### config.mk
export PLATFORM = sky130hd
export DESIGN_NAME = ckt_cell
export DESIGN_NICKNAME = d
export VERILOG_FILES = /design/src/hw/rtl/ckt_pkg.sv /design/src/hw/rtl/ckt_cell.sv
export SDC_FILE = /design/constraint.sdc
export NUM_CORES = 1
export LEC_CHECK = 0
export BUFFER_PORTS_ARGS = -buffer_cell sky130_fd_sc_hd__clkbuf_2
export CORE_AREA = 2 2 188 190
export CTS_BUF_LIST = sky130_fd_sc_hd__clkbuf_8
export DETAILED_ROUTE_END_ITERATION = 10
export DIE_AREA = 0 0 190 192
export PLACE_DENSITY = 0.59
export SYNTH_ARGS = -nofsm -noshare
export SYNTH_HDL_FRONTEND = slang
export SYNTH_SLANG_ARGS = --single-unit
export TNS_END_PERCENT = 5
### constraint.sdc
create_clock -name clk -period 11.62 [get_ports clk]
set_input_delay 1.162 -clock clk [delete_from_list [all_inputs] [get_ports clk]]
set_output_delay 1.162 -clock clk [all_outputs]
set_load 0.02 [all_outputs]
### src/hw/rtl/ckt_pkg.sv
// ----------------------------------------------------------------------------
// ckt_pkg
// Shared types and constants of the compacting keyed table: capacity, key
// width, operation and status codes, entry and control structs.
// ----------------------------------------------------------------------------
package ckt_pkg;

  // table size and key width
  localparam int CAPACITY = 16;
  localparam int KEY_BITS = 64;

  // derived widths
  localparam int IDX_W  = (CAPACITY > 1) ? $clog2(CAPACITY) : 1;
  localparam int FILL_W = $clog2(CAPACITY + 1);

  // operation codes
  typedef enum logic [1:0] {
    OP_INSERT = 2'd0,
    OP_REMOVE = 2'd1,
    OP_LOOKUP = 2'd2,
    OP_NONE   = 2'd3
  } op_t;

  // result status codes
  typedef enum logic [1:0] {
    ST_OK    = 2'd0,
    ST_FULL  = 2'd1,
    ST_EMPTY = 2'd2,
    ST_MISS  = 2'd3
  } status_t;

  // sequencer states
  typedef enum logic {
    SM_IDLE = 1'b0,
    SM_RUN  = 1'b1
  } state_t;

  // one stored entry
  typedef struct packed {
    logic [KEY_BITS-1:0] key;
    logic [63:0]         kind;
    logic [31:0]         qty;
  } entry_t;

  // latched request
  typedef struct packed {
    op_t    op;
    entry_t ent;
  } cmd_t;

  // per-cell control from the sequencer
  typedef struct packed {
    logic go;
    logic live;
    logic at_tail;
  } cell_ctl_t;

endpackage

### src/hw/rtl/ckt_cell.sv
// ----------------------------------------------------------------------------
// ckt_cell
// One slot of the table: holds an entry, compares its key against the
// request, extends the first-match chain and loads either a new entry on
// insert or its right neighbor's entry on a compacting remove.
// ----------------------------------------------------------------------------
module ckt_cell (
  input  logic               clk,
  input  ckt_pkg::cmd_t      cmd,
  input  ckt_pkg::cell_ctl_t ctl,
  input  logic               seen_in,
  input  ckt_pkg::entry_t    nxt_ent,
  output logic               seen_out,
  output logic               first,
  output ckt_pkg::entry_t    ent
);
  import ckt_pkg::*;

  logic match;

  // key compare and first-match chain
  assign match    = ctl.live && (ent.key == cmd.ent.key);
  assign seen_out = seen_in | match;
  assign first    = match & ~seen_in;

  // append at the tail, or shift down from the removed slot onward
  always_ff @(posedge clk) begin
    if (ctl.go) begin
      if (cmd.op == OP_INSERT && ctl.at_tail) begin
        ent <= cmd.ent;
      end else if (cmd.op == OP_REMOVE && seen_out) begin
        ent <= nxt_ent;
      end
    end
  end

endmodule

# After elaboration in Yosys (flattened, before gate mapping)
# Cells that the tools add are included.
# op_classes
n_bitwise	3
n_eq_ne	2
reduce_logical	6
n_mux	2
# op_table
operator	count
$mux 160	2
$eq 64x64->1	1
$logic_and 1x1->1	3
$eq 2x1->1 const B	1
$logic_not 2->1	1
$reduce_and 2->1	1
$reduce_bool 2->1	1
$and 1x1->1	1
$not 1->1	1
$or 1x1->1	1
# totals
elab_cells	16
register_bits	160
input_bits	327
output_inout_bits	162

# Logic depth before layout (Yosys ltp)
# Gate-level depths: netlist (run 1).
# depth
depth_word	6
ltp_mapped	6
ltp_nobuf	6

# Worst setup path before layout (run 1)
# Ideal clock, no wire load.
# synth_path
path_type	input -> register
start	in cmd[103] in the netlist's numbering
end	reg ent[0] in the netlist's numbering, enable pin
required_ps	11082
path_buffers	0
slack_ps	5042
arrival_time_ps	6040
setup_time_ps	538
cell_stages	6
cell_sequence	xnor2_1 nand4_1 nor4_1 nand4_1 o31ai_2 a22o_1
# synth_between
elab_chain_len	6
# synth_lines
element	line	text
start: declaration	ckt_cell.sv:9	input ckt_pkg::cmd_t cmd,
$eq 64x64->1	ckt_cell.sv:22	assign match = ctl.live && (ent.key == cmd.ent.key);
$logic_and 1x1->1	ckt_cell.sv:22	
$or 1x1->1	ckt_cell.sv:23	assign seen_out = seen_in | match;
named net seen_out	ckt_cell.sv:13	output logic seen_out,
$logic_and 1x1->1	ckt_cell.sv:31	end else if (cmd.op == OP_REMOVE && seen_out) begin
$reduce_bool 2->1 (no line)	n/a	
$reduce_and 2->1 (no line)	n/a	
end signal: assignment	ckt_cell.sv:30	ent <= cmd.ent;
end signal: assignment	ckt_cell.sv:32	ent <= nxt_ent;
end: declaration	ckt_cell.sv:15	output ckt_pkg::entry_t ent
# The timed path passes the listed nets, and every way through them passes these cells.
# A chain may end at the register's enable or synchronous reset.

# Worst setup path after layout (run 1)
# layout_path
start	in cmd[124] in the netlist's numbering
end	out seen_out
# layout_between
elab_chain_len	3
# layout_lines
element	line
$eq 64x64->1	ckt_cell.sv:22
$logic_and 1x1->1	ckt_cell.sv:22
$or 1x1->1	ckt_cell.sv:23
end: declaration	ckt_cell.sv:13
# Every way passes these cells.

==> results of run 1 <==
## worst reg2reg max path: cells and delay by family, from the launching register on
kind / cells / cell delay, ns
AO/OA/AOI/OAI: 2 / 0.79
XOR/XNOR: 1 / 0.29
buffers and inverters: 1 / 0.73
AND/OR/NAND/NOR: 3 / 0.81
flip-flops: 1 / 0.44
## where the power goes
part	internal, mW	total (mW)	switching, mW	leakage, nW
clock	0.211	0.434	0.223	0.200
combinational	0.108	0.229	0.121	2.88
sequential	0.678	0.693	0.0150	1.47
total	0.997	1.36	0.358	4.55
## area by class of cell
cell class | count | area [µm²]
tap | 455 | 569.3
inverter | 6 | 22.52
multi-input combinational | 251 | 2550
timing repair buffer | 493 | 2480
clock inverter | 15 | 170.2
antenna | 1 | 2.502
clock buffer | 17 | 234.0
sequential | 160 | 4805
fill | 3533 | 23460
## through the flow
stage                     utilization, %  area (µm²)  hold slack (ns)
after floorplan                        -        7452            1.363
after global placement             30.41       10430            1.302
after detailed placement           30.41       10430            1.323
after CTS                          31.59       10830           0.9188
after global routing               31.59       10830           0.9191
final                              31.59       10830           0.9875
## worst min-delay path by stage
stage | depth (start not counted) | slack [ns] | to
2_1_floorplan | 1 | 1.36 | ent[159]
3_3_place_gp | 5 | 1.30 | ent[107]
3_5_place_dp | 5 | 1.32 | ent[107]
4_1_cts | 2 | 0.92 | ent[44]
5_1_grt | 2 | 0.92 | ent[143]
6_report | 2 | 0.99 | ent[159]
## logic make-up (layout without fill, tap and decap cells)
logic type / count (synthesis) / in the layout / synth area share, %
flops: 160 / 160 / 64.47
mux: 160 / 160 / 24.18
compound gates: 7 / 7 / 0.8396
xor+xnor: 59 / 59 / 6.934
simple gates: 25 / 25 / 2.082
buf+inv: 24 / 531 / 1.494
other cells: 0 / 1 / 0
## per-layer routing
layer  GRT usage [%]  up-vias  part of all wire, %
met5               0        -                0.049
met4           4.592        2                  1.9
met3           5.354       19                  9.6
met2           23.27      297                   51
met1           13.57     2645                   37
li1                -     2669                    -
## placed cells by master, fill, tap and decap left out, drive strengths merged
| cell | synthesis | final |
|---|---|---|
| a222oi | 1 | 1 |
| a22o | 1 | 1 |
| buf | 17 | 5 |
| bufinv | 0 | 3 |
| clkbuf | 1 | 505 |
| clkinv | 0 | 2 |
| clkinvlp | 0 | 4 |
| diode | 0 | 1 |
| edfxtp | 160 | 160 |
| inv | 6 | 12 |
| mux2 | 160 | 160 |
| nand2 | 1 | 1 |
| nand3 | 1 | 1 |
| nand4 | 10 | 10 |
| nor2 | 2 | 2 |
| nor3b | 1 | 1 |
| nor4 | 10 | 10 |
| o211ai | 1 | 1 |
| o22ai | 1 | 1 |
| o2bb2ai | 2 | 2 |
| o31ai | 1 | 1 |
| xnor2 | 33 | 33 |
| xor2 | 26 | 26 |
==> impl_metrics.prom, run 1 <==
# TYPE chip_impl_metric gauge
chip_impl_metric{name="row_count",unit=""} 68
chip_impl_info{name="worst_setup_path_start_kind",value="input port"} 1
chip_impl_metric{name="flop_and_latch_count_out_of_synthesis",unit=""} 160
chip_impl_metric{name="area_growth_syn_to_layout",unit="%"} 45.37
chip_impl_metric{name="critPathRequiredTime",unit="ns"} 10.46
chip_impl_metric{name="wire_length_of_the_first_global_routing_pass",unit="µm"} 34440
chip_impl_info{name="largest_register",value="ent"} 1
chip_impl_metric{name="power_per_standard_cell_area",unit="nW/µm²"} 125.1
chip_impl_metric{name="yosys.area.top_type_share",unit="%"} 64.47
chip_impl_metric{name="gp_congestion",unit=""} 0.7840
chip_impl_metric{name="num_vias",unit=""} 5632
chip_impl_info{name="rsz0062_at_grt",value="no"} 1
chip_impl_metric{name="maxSlewViolCount",unit=""} 0
chip_impl_metric{name="die_width",unit="µm"} 190
chip_impl_metric{name="clk_pin_slew",unit="ns"} 0.08
chip_impl_metric{name="hpwlAfterDp",unit="µm"} 19870
chip_impl_metric{name="asyncSetResetFlopFracSynth",unit="%"} 0
chip_impl_metric{name="h-tree-depth",unit=""} 4
chip_impl_metric{name="finalWorstSetupSlack",unit="ns"} 7.411
chip_impl_info{name="critPathSlowestCell",value="sky130_fd_sc_hd__o31ai_2"} 1
chip_impl_metric{name="io_buffers",unit=""} 488
chip_impl_info{name="tritoncts",value="built"} 1
chip_impl_metric{name="ys_seq_area_share",unit="%"} 64.47
chip_impl_metric{name="cp.arrival",unit="ns"} 3.05
chip_impl_metric{name="post_synth_cell_types",unit=""} 21
chip_impl_metric{name="number_of_antenna_violations_at_the_first_check_in_global_routing",unit=""} 2
chip_impl_info{name="ys.flop_type",value="sky130_fd_sc_hd__edfxtp_1"} 1
chip_impl_metric{name="proportion_of_layout_cells_with_a_drive_suffix_above_1",unit="%"} 72.61
chip_impl_metric{name="clk_path_buf_depth",unit=""} 2
chip_impl_metric{name="initialDrtViolationCount",unit=""} 141
chip_impl_metric{name="antenna_left",unit=""} 0
chip_impl_metric{name="syn-num-nets",unit=""} 762
chip_impl_info{name="list_of_cells_traversed_by_the_critical_path",value="clkbuf_2, xnor2_1, nand4_1, nor4_1, nand4_1, o31ai_2, clkbuf_2"} 1
chip_impl_metric{name="wire_length_per_cell_after_detailed_routing",unit="µm"} 17.41
chip_impl_metric{name="first_global_vias",unit=""} 5879
chip_impl_metric{name="reg2reg_setup_slack",unit="ns"} 8.08
chip_impl_metric{name="worstPathMaxFanout",unit=""} 2
chip_impl_info{name="post-synth-top-count-cell",value="sky130_fd_sc_hd__edfxtp_1"} 1
chip_impl_metric{name="clkLatencyLatePin",unit="ns"} 0.47
chip_impl_metric{name="cts_setup_buffers",unit=""} 0
chip_impl_metric{name="first_pass_iters",unit=""} 4
chip_impl_metric{name="final_net_count",unit=""} 1256
chip_impl_metric{name="global_route.usage.total",unit="%"} 12.95
chip_impl_info{name="yosysTopAreaCell",value="sky130_fd_sc_hd__edfxtp_1"} 1
chip_impl_metric{name="placement.setup.worst_slack",unit="ns"} 7.143
chip_impl_metric{name="dp.cells",unit=""} 1365
chip_impl_info{name="startpoint",value="cmd[124]"} 1
chip_impl_metric{name="worst_slew_margin_rel",unit="%"} 35.51
chip_impl_metric{name="drc",unit=""} 0
chip_impl_metric{name="cts_sinks",unit=""} 160
chip_impl_metric{name="finalSetupTns",unit="ns"} 0
chip_impl_metric{name="synth_warnings",unit=""} 0
chip_impl_metric{name="timing.final.crit_period",unit="ns"} 4.209
chip_impl_metric{name="grt_max_degree",unit=""} 75
chip_impl_metric{name="fmax",unit="MHz"} 237.6
chip_impl_metric{name="avgViaCountPerCell",unit=""} 4.029
chip_impl_info{name="crit_reg_reg_startpoint",value="ent[124]"} 1
chip_impl_metric{name="cts-buffers-inserted",unit=""} 17
chip_impl_metric{name="worst-slew-pin-transition",unit="ns"} 0.9674
chip_impl_metric{name="floorplan.core_area",unit="µm²"} 34290
chip_impl_metric{name="maxCapViolations",unit=""} 0
chip_impl_metric{name="quantity_of_hold_fixing_buffers_added_after_cts",unit=""} 0
chip_impl_info{name="hold_class",value="in -> reg"} 1
chip_impl_metric{name="ir_drop",unit="µV"} 74.25
chip_impl_info{name="clock_tree.root_cell",value="sky130_fd_sc_hd__clkbuf_8"} 1
chip_impl_info{name="run_status",value="finished clean"} 1
chip_impl_info{name="post_synth_main_area_contributors",value="sky130_fd_sc_hd__edfxtp_1, sky130_fd_sc_hd__mux2_2, sky130_fd_sc_hd__xnor2_1"} 1
chip_impl_metric{name="leakage",unit="nW"} 4.552
chip_impl_metric{name="synthesized_instance_count",unit=""} 435
chip_impl_metric{name="crit_buf_inv",unit=""} 2
chip_impl_metric{name="largest_register_ff_count",unit=""} 160
chip_impl_metric{name="hold_violations",unit=""} 0
chip_impl_metric{name="drt-total-wl",unit="µm"} 24340
chip_impl_metric{name="finish.cell_count_without_fillers",unit=""} 1398
chip_impl_info{name="r2r_end",value="ent[88]"} 1
chip_impl_metric{name="dieHeight",unit="µm"} 192
chip_impl_info{name="kind_of_capture_point_of_the_worst_setup_path",value="output pin"} 1
chip_impl_metric{name="setup_viol_count_final",unit=""} 0
chip_impl_info{name="crit_family",value="simple AND/OR/NAND/NOR gates"} 1
chip_impl_metric{name="postCtsResizedCells",unit=""} 0
chip_impl_metric{name="synth.avg_cell_area",unit="µm²"} 17.13
chip_impl_metric{name="power",unit="mW"} 1.355
chip_impl_metric{name="starting_utilization_of_the_core_area",unit="%"} 21.73
chip_impl_info{name="worstSetupPathType",value="in -> out"} 1
chip_impl_info{name="ys_top_cells_by_count",value="sky130_fd_sc_hd__edfxtp_1, sky130_fd_sc_hd__mux2_2, sky130_fd_sc_hd__xnor2_1"} 1
chip_impl_metric{name="layout_worst_path_cycle_share",unit="%"} 36.22
chip_impl_metric{name="path_depth",unit=""} 7
chip_impl_metric{name="pin_count",unit=""} 489
chip_impl_info{name="min_from",value="nxt_ent[159]"} 1
chip_impl_metric{name="grt_overflow_total",unit=""} 0
chip_impl_info{name="critical_path.endpoint",value="seen_out"} 1
chip_impl_metric{name="syn_area",unit="µm²"} 7452
chip_impl_metric{name="synth-edff-count",unit=""} 160
chip_impl_info{name="reg_top3",value="ent: 160 flops"} 1
chip_impl_metric{name="die_area",unit="µm²"} 36480
chip_impl_metric{name="reg2reg_depth",unit=""} 7
chip_impl_metric{name="worst_path_largest_cell_delay",unit="ns"} 0.46
chip_impl_metric{name="worst_case_clock_skew",unit="ns"} 0.01152
Note: power is estimated with default switching activity, not from simulation.
==> inputs of run 2 (changes only) <==
--- a/config.mk
+++ b/config.mk
@@ -6,11 +6,11 @@
 export NUM_CORES = 1
 export LEC_CHECK = 0
 export BUFFER_PORTS_ARGS = -buffer_cell sky130_fd_sc_hd__clkbuf_2
-export CORE_AREA = 2 2 188 190
+export CORE_AREA = 2 2 189 191
 export CTS_BUF_LIST = sky130_fd_sc_hd__clkbuf_8
 export DETAILED_ROUTE_END_ITERATION = 10
-export DIE_AREA = 0 0 190 192
-export PLACE_DENSITY = 0.59
+export DIE_AREA = 0 0 191 193
+export PLACE_DENSITY = 0.6
 export SYNTH_ARGS = -nofsm -noshare
 export SYNTH_HDL_FRONTEND = slang
 export SYNTH_SLANG_ARGS = --single-unit
==> constraint.sdc (replaced) <==
create_clock -name clk -period 3.5 [get_ports clk]
set_input_delay 0.35 -clock clk [delete_from_list [all_inputs] [get_ports clk]]
set_output_delay 0.35 -clock clk [all_outputs]
set_load 0.02 [all_outputs]
==> run 2 against run 1 <==
Net effect:
- clock skew grew 0.0063 ns
- sequential power grew to 3.3 times the previous value
- global-route usage grew 0.56 points
- register-to-register slack lost 7.5 ns
- critical path type is now reg -> out
- largest power group unchanged
- final cell count grew 1.6%
- critical endpoint is now first
==> impl_metrics.prom, run 2 (synthesis gave the netlist of run 1 again) <==
# TYPE chip_impl_metric gauge
chip_impl_metric{name="maxSlewViolCount",unit=""} 0
chip_impl_metric{name="reg2reg_setup_slack",unit="ns"} 0.59
chip_impl_info{name="tritoncts",value="built"} 1
chip_impl_metric{name="worstPathMaxFanout",unit=""} 2
chip_impl_metric{name="fmax",unit="MHz"} 330.4
chip_impl_metric{name="proportion_of_layout_cells_with_a_drive_suffix_above_1",unit="%"} 73.41
chip_impl_metric{name="postCtsResizedCells",unit=""} 0
chip_impl_info{name="worstSetupPathType",value="reg -> out"} 1
chip_impl_metric{name="io_buffers",unit=""} 488
chip_impl_metric{name="cellInternalPower",unit="mW"} 3.273
chip_impl_metric{name="cts-buffers-inserted",unit=""} 17
chip_impl_metric{name="number_of_antenna_violations_at_the_first_check_in_global_routing",unit=""} 0
chip_impl_info{name="r2r_end",value="ent[131]"} 1
chip_impl_metric{name="use_met2",unit="%"} 24.50
chip_impl_metric{name="finalWorstSetupSlack",unit="ns"} 0.4733
chip_impl_metric{name="switching_power",unit="mW"} 1.242
chip_impl_metric{name="grt_use_met1",unit="%"} 14.36
chip_impl_metric{name="clk_pin_slew",unit="ns"} 0.10
chip_impl_info{name="layout.cells.most_common_list",value="sky130_fd_sc_hd__clkbuf_2, sky130_fd_sc_hd__edfxtp_1, sky130_fd_sc_hd__mux2_2"} 1
chip_impl_metric{name="holdWs",unit="ns"} 0.1548
chip_impl_metric{name="avgViaCountPerCell",unit=""} 4.037
chip_impl_metric{name="globalRouteMet3Util",unit="%"} 5.376
chip_impl_metric{name="num_vias",unit=""} 5733
chip_impl_metric{name="starting_utilization_of_the_core_area",unit="%"} 21.31
chip_impl_metric{name="reg2reg_depth",unit=""} 9
chip_impl_metric{name="h-tree-depth",unit=""} 4
chip_impl_metric{name="finish.cell_count_without_fillers",unit=""} 1420
chip_impl_metric{name="worst_case_clock_skew",unit="ns"} 0.01779
chip_impl_info{name="worst_setup_path_start_kind",value="flop"} 1
chip_impl_metric{name="clk_path_buf_depth",unit=""} 2
chip_impl_info{name="whs_endpoint",value="ent[112]"} 1
chip_impl_info{name="rsz0062_at_grt",value="no"} 1
chip_impl_metric{name="global_route.usage.total",unit="%"} 13.51
chip_impl_metric{name="largest_register_ff_count",unit=""} 160
chip_impl_info{name="final_common_cell",value="sky130_fd_sc_hd__clkbuf_2"} 1
chip_impl_metric{name="cts_sinks",unit=""} 160
chip_impl_metric{name="dieHeight",unit="µm"} 193
chip_impl_metric{name="clkLatencyLatePin",unit="ns"} 0.49
chip_impl_info{name="reg_top3",value="ent: 160 flops"} 1
chip_impl_metric{name="final.fill_count",unit=""} 3571
chip_impl_metric{name="placement.setup.worst_slack",unit="ns"} 0.4619
chip_impl_metric{name="holdPathStages",unit=""} 2
chip_impl_metric{name="die_area",unit="µm²"} 36860
chip_impl_metric{name="first_pass_iters",unit=""} 4
chip_impl_metric{name="seq_power_share",unit="%"} 50.9
chip_impl_metric{name="cp.arrival",unit="ns"} 2.68
chip_impl_info{name="grt.busiest_layer",value="met2"} 1
chip_impl_metric{name="antennaDiodeCount",unit=""} 0
chip_impl_metric{name="gp_congestion",unit=""} 0.8129
chip_impl_metric{name="power_per_standard_cell_area",unit="nW/µm²"} 408.0
chip_impl_metric{name="initialDrtViolationCount",unit=""} 181
chip_impl_metric{name="layout.core_utilization",unit="%"} 31.65
chip_impl_metric{name="wire_length_per_cell_after_detailed_routing",unit="µm"} 18.23
chip_impl_info{name="crit_reg_reg_startpoint",value="ent[154]"} 1
chip_impl_metric{name="power",unit="mW"} 4.515
chip_impl_metric{name="antenna_left",unit=""} 0
chip_impl_metric{name="worst_slew_margin_rel",unit="%"} 60.37
chip_impl_metric{name="hpwlAfterDp",unit="µm"} 21350
chip_impl_metric{name="maxCapViolations",unit=""} 0
chip_impl_info{name="min_from",value="nxt_ent[112]"} 1
chip_impl_metric{name="clock_power_share",unit="%"} 31.4
chip_impl_metric{name="timing.final.crit_period",unit="ns"} 3.027
chip_impl_metric{name="floorplan.core_area",unit="µm²"} 34960
chip_impl_metric{name="power.switching_fraction",unit="%"} 27.51
chip_impl_info{name="hold_class",value="in -> reg"} 1
chip_impl_metric{name="layout_worst_path_cycle_share",unit="%"} 86.48
chip_impl_metric{name="area_growth_syn_to_layout",unit="%"} 48.49
chip_impl_metric{name="row_count",unit=""} 69
chip_impl_metric{name="drc",unit=""} 0
chip_impl_metric{name="hold_violations",unit=""} 0
chip_impl_metric{name="ir_drop",unit="µV"} 229.1
chip_impl_metric{name="grt_max_degree",unit=""} 67
chip_impl_metric{name="first_global_vias",unit=""} 6018
chip_impl_metric{name="die_width",unit="µm"} 191
chip_impl_metric{name="wire_length_of_the_first_global_routing_pass",unit="µm"} 35600
chip_impl_metric{name="worst-slew-pin-transition",unit="ns"} 0.5919
chip_impl_metric{name="quantity_of_hold_fixing_buffers_added_after_cts",unit=""} 0
chip_impl_info{name="kind_of_capture_point_of_the_worst_setup_path",value="output pin"} 1
chip_impl_info{name="largest_register",value="ent"} 1
chip_impl_metric{name="grt_overflow_total",unit=""} 0
chip_impl_metric{name="power_frac_comb",unit="%"} 17.6
chip_impl_info{name="run_status",value="finished clean"} 1
chip_impl_metric{name="dp.cells",unit=""} 1388
chip_impl_metric{name="drt-total-wl",unit="µm"} 25880
chip_impl_metric{name="pin_count",unit=""} 489
chip_impl_info{name="clock_tree.root_cell",value="sky130_fd_sc_hd__clkbuf_8"} 1
chip_impl_metric{name="critPathRequiredTime",unit="ns"} 3.15
chip_impl_metric{name="finish.instance_area",unit="µm²"} 11070
chip_impl_metric{name="cts_setup_buffers",unit=""} 0
chip_impl_metric{name="final_net_count",unit=""} 1273
chip_impl_metric{name="detailed_place.area",unit="µm²"} 10670
chip_impl_metric{name="setup_viol_count_final",unit=""} 0
chip_impl_metric{name="finalSetupTns",unit="ns"} 0
chip_impl_metric{name="leakage",unit="nW"} 4.667
-- run 2: area by class of cell --
class / instances / area (µm²) / share of cell area, %
multi-input combinational: 251 / 2550 / 23.04
inverter: 6 / 22.52 / 0.2035
timing repair buffer: 510 / 2720 / 24.58
clock buffer: 17 / 234.0 / 2.114
tap: 461 / 576.8 / 5.213
sequential: 160 / 4805 / 43.42
clock inverter: 15 / 157.7 / 1.425
-- run 2: worst max path at each step --
stage	start	endpoint	slack, ns
2_1_floorplan	ent[103]	ent[0]	0.20
3_3_place_gp	cmd[116]	ent[132]	0.47
3_5_place_dp	cmd[116]	ent[135]	0.46
4_1_cts	ent[116]	first	0.30
5_1_grt	ent[116]	first	0.23
6_report	ent[154]	first	0.47
-- run 2: metal layers --
layer	share of wire (%)	routed length, µm	up-vias
met3	9.4	2434	13
li1	-	-	2699
met4	1.2	315	0
met5	0	0	-
met2	52	13550	298
met1	37	9589	2723
-- run 2: worst max-delay path: stages (launching register included) --
cell and delay, ns:
sky130_fd_sc_hd__edfxtp_1 0.41, sky130_fd_sc_hd__xnor2_1 0.26, sky130_fd_sc_hd__nand4_1 0.18, sky130_fd_sc_hd__nor4_1 0.29
sky130_fd_sc_hd__buf_4 0.15, sky130_fd_sc_hd__nand4_1 0.16, sky130_fd_sc_hd__nor4_1 0.48, sky130_fd_sc_hd__clkbuf_2 0.27
-- run 2: power by group through the flow --
| stage | combinational [mW] | clock (mW) | sequential [mW] |
|---|---|---|---|
| finish | 0.796 | 1.42 | 2.30 |
| CTS | 0.811 | 1.49 | 2.30 |
| detailed placement | 0.808 | 0 | 2.34 |
| global placement | 0.802 | 0 | 2.34 |
| global route | 0.856 | 1.54 | 2.31 |
| floorplan | 0.249 | 0 | 2.48 |
==> inputs of run 3 (changes only) <==
--- a/config.mk
+++ b/config.mk
@@ -10,7 +10,9 @@
 export CTS_BUF_LIST = sky130_fd_sc_hd__clkbuf_8
 export DETAILED_ROUTE_END_ITERATION = 10
 export DIE_AREA = 0 0 191 193
+export GPL_TIMING_DRIVEN = 0
 export PLACE_DENSITY = 0.6
+export RECOVER_POWER = 50
 export SYNTH_ARGS = -nofsm -noshare
 export SYNTH_HDL_FRONTEND = slang
 export SYNTH_SLANG_ARGS = --single-unit
==> run 3 against run 2 <==
Net effect:
- sequential share of layout area rose by 1.3 points
- flip-flop and latch count unchanged
- critical path depth increased by 1
- highest routed layer unchanged
- fmax is 9.2% lower
- final cell count stayed put
- sequential power about the same
- wire length rose by 8.1%
- clock power hardly changed
- total power down 1.4%
- setup slack worse by 0.30 ns
- non-clock buffer count decreased by 1
- count of clock-buffer cells in the layout unchanged
==> impl_metrics.prom, run 3 (synthesis gave the netlist of run 1 again) <==
# TYPE chip_impl_metric gauge
chip_impl_metric{name="holdPathStages",unit=""} 2
chip_impl_metric{name="io_buffers",unit=""} 488
chip_impl_metric{name="cts_sinks",unit=""} 160
chip_impl_info{name="reg_top3",value="ent: 160 flops"} 1
chip_impl_metric{name="die_area",unit="µm²"} 36860
chip_impl_metric{name="avgViaCountPerCell",unit=""} 4.093
chip_impl_metric{name="cp.arrival",unit="ns"} 3.47
chip_impl_metric{name="worst-slew-pin-transition",unit="ns"} 0.6972
chip_impl_metric{name="setup_viol_count_final",unit=""} 0
chip_impl_info{name="kind_of_capture_point_of_the_worst_setup_path",value="flop"} 1
chip_impl_metric{name="num_vias",unit=""} 5812
chip_impl_metric{name="die_width",unit="µm"} 191
chip_impl_info{name="worstSetupPathType",value="reg -> reg"} 1
chip_impl_metric{name="critPathRequiredTime",unit="ns"} 3.64
chip_impl_metric{name="worstPathMaxFanout",unit=""} 70
chip_impl_metric{name="first_pass_iters",unit=""} 4
chip_impl_metric{name="dieHeight",unit="µm"} 193
chip_impl_info{name="list_of_cells_traversed_by_the_critical_path",value="xnor2_1, nand4_1, nor4_4, nand4_1, o31ai_4, a22o_4, buf_16, buf_16"} 1
chip_impl_metric{name="initialDrtViolationCount",unit=""} 178
chip_impl_metric{name="number_of_antenna_violations_at_the_first_check_in_global_routing",unit=""} 0
chip_impl_info{name="clock_tree.root_cell",value="sky130_fd_sc_hd__clkbuf_8"} 1
chip_impl_metric{name="finalWorstSetupSlack",unit="ns"} 0.1683
chip_impl_metric{name="antennaDiodeCount",unit=""} 0
chip_impl_metric{name="area_growth_syn_to_layout",unit="%"} 44.29
chip_impl_metric{name="antenna_left",unit=""} 0
chip_impl_metric{name="clk_path_buf_depth",unit=""} 2
chip_impl_metric{name="power",unit="mW"} 4.451
chip_impl_metric{name="h-tree-depth",unit=""} 4
chip_impl_info{name="min_from",value="nxt_ent[159]"} 1
chip_impl_metric{name="gp_congestion",unit=""} 0.7910
chip_impl_metric{name="global_route.usage.total",unit="%"} 14.55
chip_impl_metric{name="ir_drop",unit="µV"} 249.2
chip_impl_metric{name="drc",unit=""} 0
chip_impl_metric{name="dp.cells",unit=""} 1386
chip_impl_metric{name="wire_length_of_the_first_global_routing_pass",unit="µm"} 37840
chip_impl_metric{name="final.fill_count",unit=""} 3690
chip_impl_metric{name="finalSetupTns",unit="ns"} 0
chip_impl_info{name="crit_reg_reg_startpoint",value="ent[118]"} 1
chip_impl_metric{name="finish.cell_count_without_fillers",unit=""} 1420
chip_impl_metric{name="wire_length_per_cell_after_detailed_routing",unit="µm"} 19.70
chip_impl_metric{name="final_net_count",unit=""} 1273
chip_impl_metric{name="maxSlewViolCount",unit=""} 0
chip_impl_metric{name="pin_count",unit=""} 489
chip_impl_info{name="final_common_cell",value="sky130_fd_sc_hd__clkbuf_2"} 1
chip_impl_metric{name="maxCapViolations",unit=""} 0
chip_impl_metric{name="holdWs",unit="ns"} 0.1657
chip_impl_metric{name="grt_max_degree",unit=""} 71
chip_impl_metric{name="cts-buffers-inserted",unit=""} 17
chip_impl_metric{name="detailed_place.area",unit="µm²"} 10540
chip_impl_metric{name="layout.core_utilization",unit="%"} 30.75
chip_impl_info{name="critPathSlowestCell",value="sky130_fd_sc_hd__o31ai_4"} 1
chip_impl_info{name="rsz0062_at_grt",value="no"} 1
chip_impl_metric{name="fmax",unit="MHz"} 300.1
chip_impl_info{name="hold_class",value="in -> reg"} 1
chip_impl_metric{name="layout_worst_path_cycle_share",unit="%"} 95.19
chip_impl_metric{name="finish.instance_area",unit="µm²"} 10750
chip_impl_metric{name="power_per_standard_cell_area",unit="nW/µm²"} 413.9
chip_impl_metric{name="worst_slew_margin_rel",unit="%"} 53.52
chip_impl_metric{name="timing.final.crit_period",unit="ns"} 3.332
chip_impl_info{name="whs_endpoint",value="ent[159]"} 1
chip_impl_metric{name="leakage",unit="nW"} 4.122
chip_impl_info{name="worst_setup_path_start_kind",value="flop"} 1
chip_impl_info{name="largest_register",value="ent"} 1
chip_impl_metric{name="reg2reg_depth",unit=""} 8
chip_impl_metric{name="hold_violations",unit=""} 0
chip_impl_metric{name="reg2reg_setup_slack",unit="ns"} 0.17
chip_impl_metric{name="proportion_of_layout_cells_with_a_drive_suffix_above_1",unit="%"} 54.85
chip_impl_metric{name="clkLatencyLatePin",unit="ns"} 0.48
chip_impl_metric{name="row_count",unit=""} 69
chip_impl_info{name="tritoncts",value="built"} 1
chip_impl_metric{name="first_global_vias",unit=""} 5939
chip_impl_metric{name="placement.setup.worst_slack",unit="ns"} -0.9106
chip_impl_metric{name="worst_path_largest_cell_delay",unit="ns"} 0.44
chip_impl_metric{name="drt-total-wl",unit="µm"} 27980
chip_impl_metric{name="largest_register_ff_count",unit=""} 160
chip_impl_info{name="r2r_end",value="ent[80]"} 1
chip_impl_info{name="run_status",value="finished clean"} 1
chip_impl_info{name="layout.cells.most_common_list",value="sky130_fd_sc_hd__clkbuf_2, sky130_fd_sc_hd__clkbuf_1, sky130_fd_sc_hd__edfxtp_1"} 1
chip_impl_metric{name="starting_utilization_of_the_core_area",unit="%"} 21.31
chip_impl_metric{name="clk_pin_slew",unit="ns"} 0.09
chip_impl_metric{name="grt_overflow_total",unit=""} 0
chip_impl_metric{name="worst_case_clock_skew",unit="ns"} 0.01500
chip_impl_metric{name="quantity_of_hold_fixing_buffers_added_after_cts",unit=""} 0
chip_impl_metric{name="hpwlAfterDp",unit="µm"} 22350
chip_impl_metric{name="floorplan.core_area",unit="µm²"} 34960
-- run 3: layout make-up --
class	count	area (µm²)	area share, %
flip-flops and latches	160	4805	44.68
multi-input cells	252	2591	24.10
repair buffers	491	2303	21.42
well taps	461	576.8	5.364
clock buffers	17	234.0	2.176
clock inverters	15	143.9	1.338
plain buffers	18	76.32	0.7098
inverters	6	22.52	0.2094
-- run 3: metal layers --
metal / global-route usage, % / share of wire (%) / vias to the layer above
met3: 5.792 / 9.9 / 19
met2: 26.52 / 52 / 318
met4: 4.711 / 1.7 / 0
met1: 15.30 / 36 / 2767
met5: 0 / 0 / -
li1: - / - / 2708
-- run 3: worst max path at each step --
stage / startpoint / to / slack, ns / cells after the start
after floorplan: ent[103] / ent[0] / 0.20 / 6
after global placement: cmd[118] / ent[131] / -1.40 / 7
after detailed placement: cmd[118] / ent[25] / -0.91 / 9
after CTS: ent[118] / ent[21] / 0.02 / 8
after global routing: ent[118] / ent[19] / 0.01 / 8
final: ent[118] / ent[80] / 0.17 / 8
-- run 3: where the power goes --
| part | leakage (nW) | total, mW | switching (mW) | internal [mW] |
|---|---|---|---|---|
| logic | 2.46 | 0.765 | 0.425 | 0.340 |
| registers | 1.47 | 2.30 | 0.0494 | 2.25 |
| clock network | 0.190 | 1.39 | 0.760 | 0.628 |
| total | 4.12 | 4.45 | 1.23 | 3.22 |
-- run 3: worst max-delay path, delay by kind of cell (launching register included) --
kind,cells,cell delay [ns]
compound gates,2,0.82
xor+xnor,1,0.29
buf+inv,2,0.63
flops,1,0.42
simple gates,3,0.73
-- run 3: timing repair --
action	in CTS	in global routing
resized for setup	4	1
gates cloned	1	0
buffers inserted	1	0
endpoints found under the setup margin	161	53
pin swaps	2	0
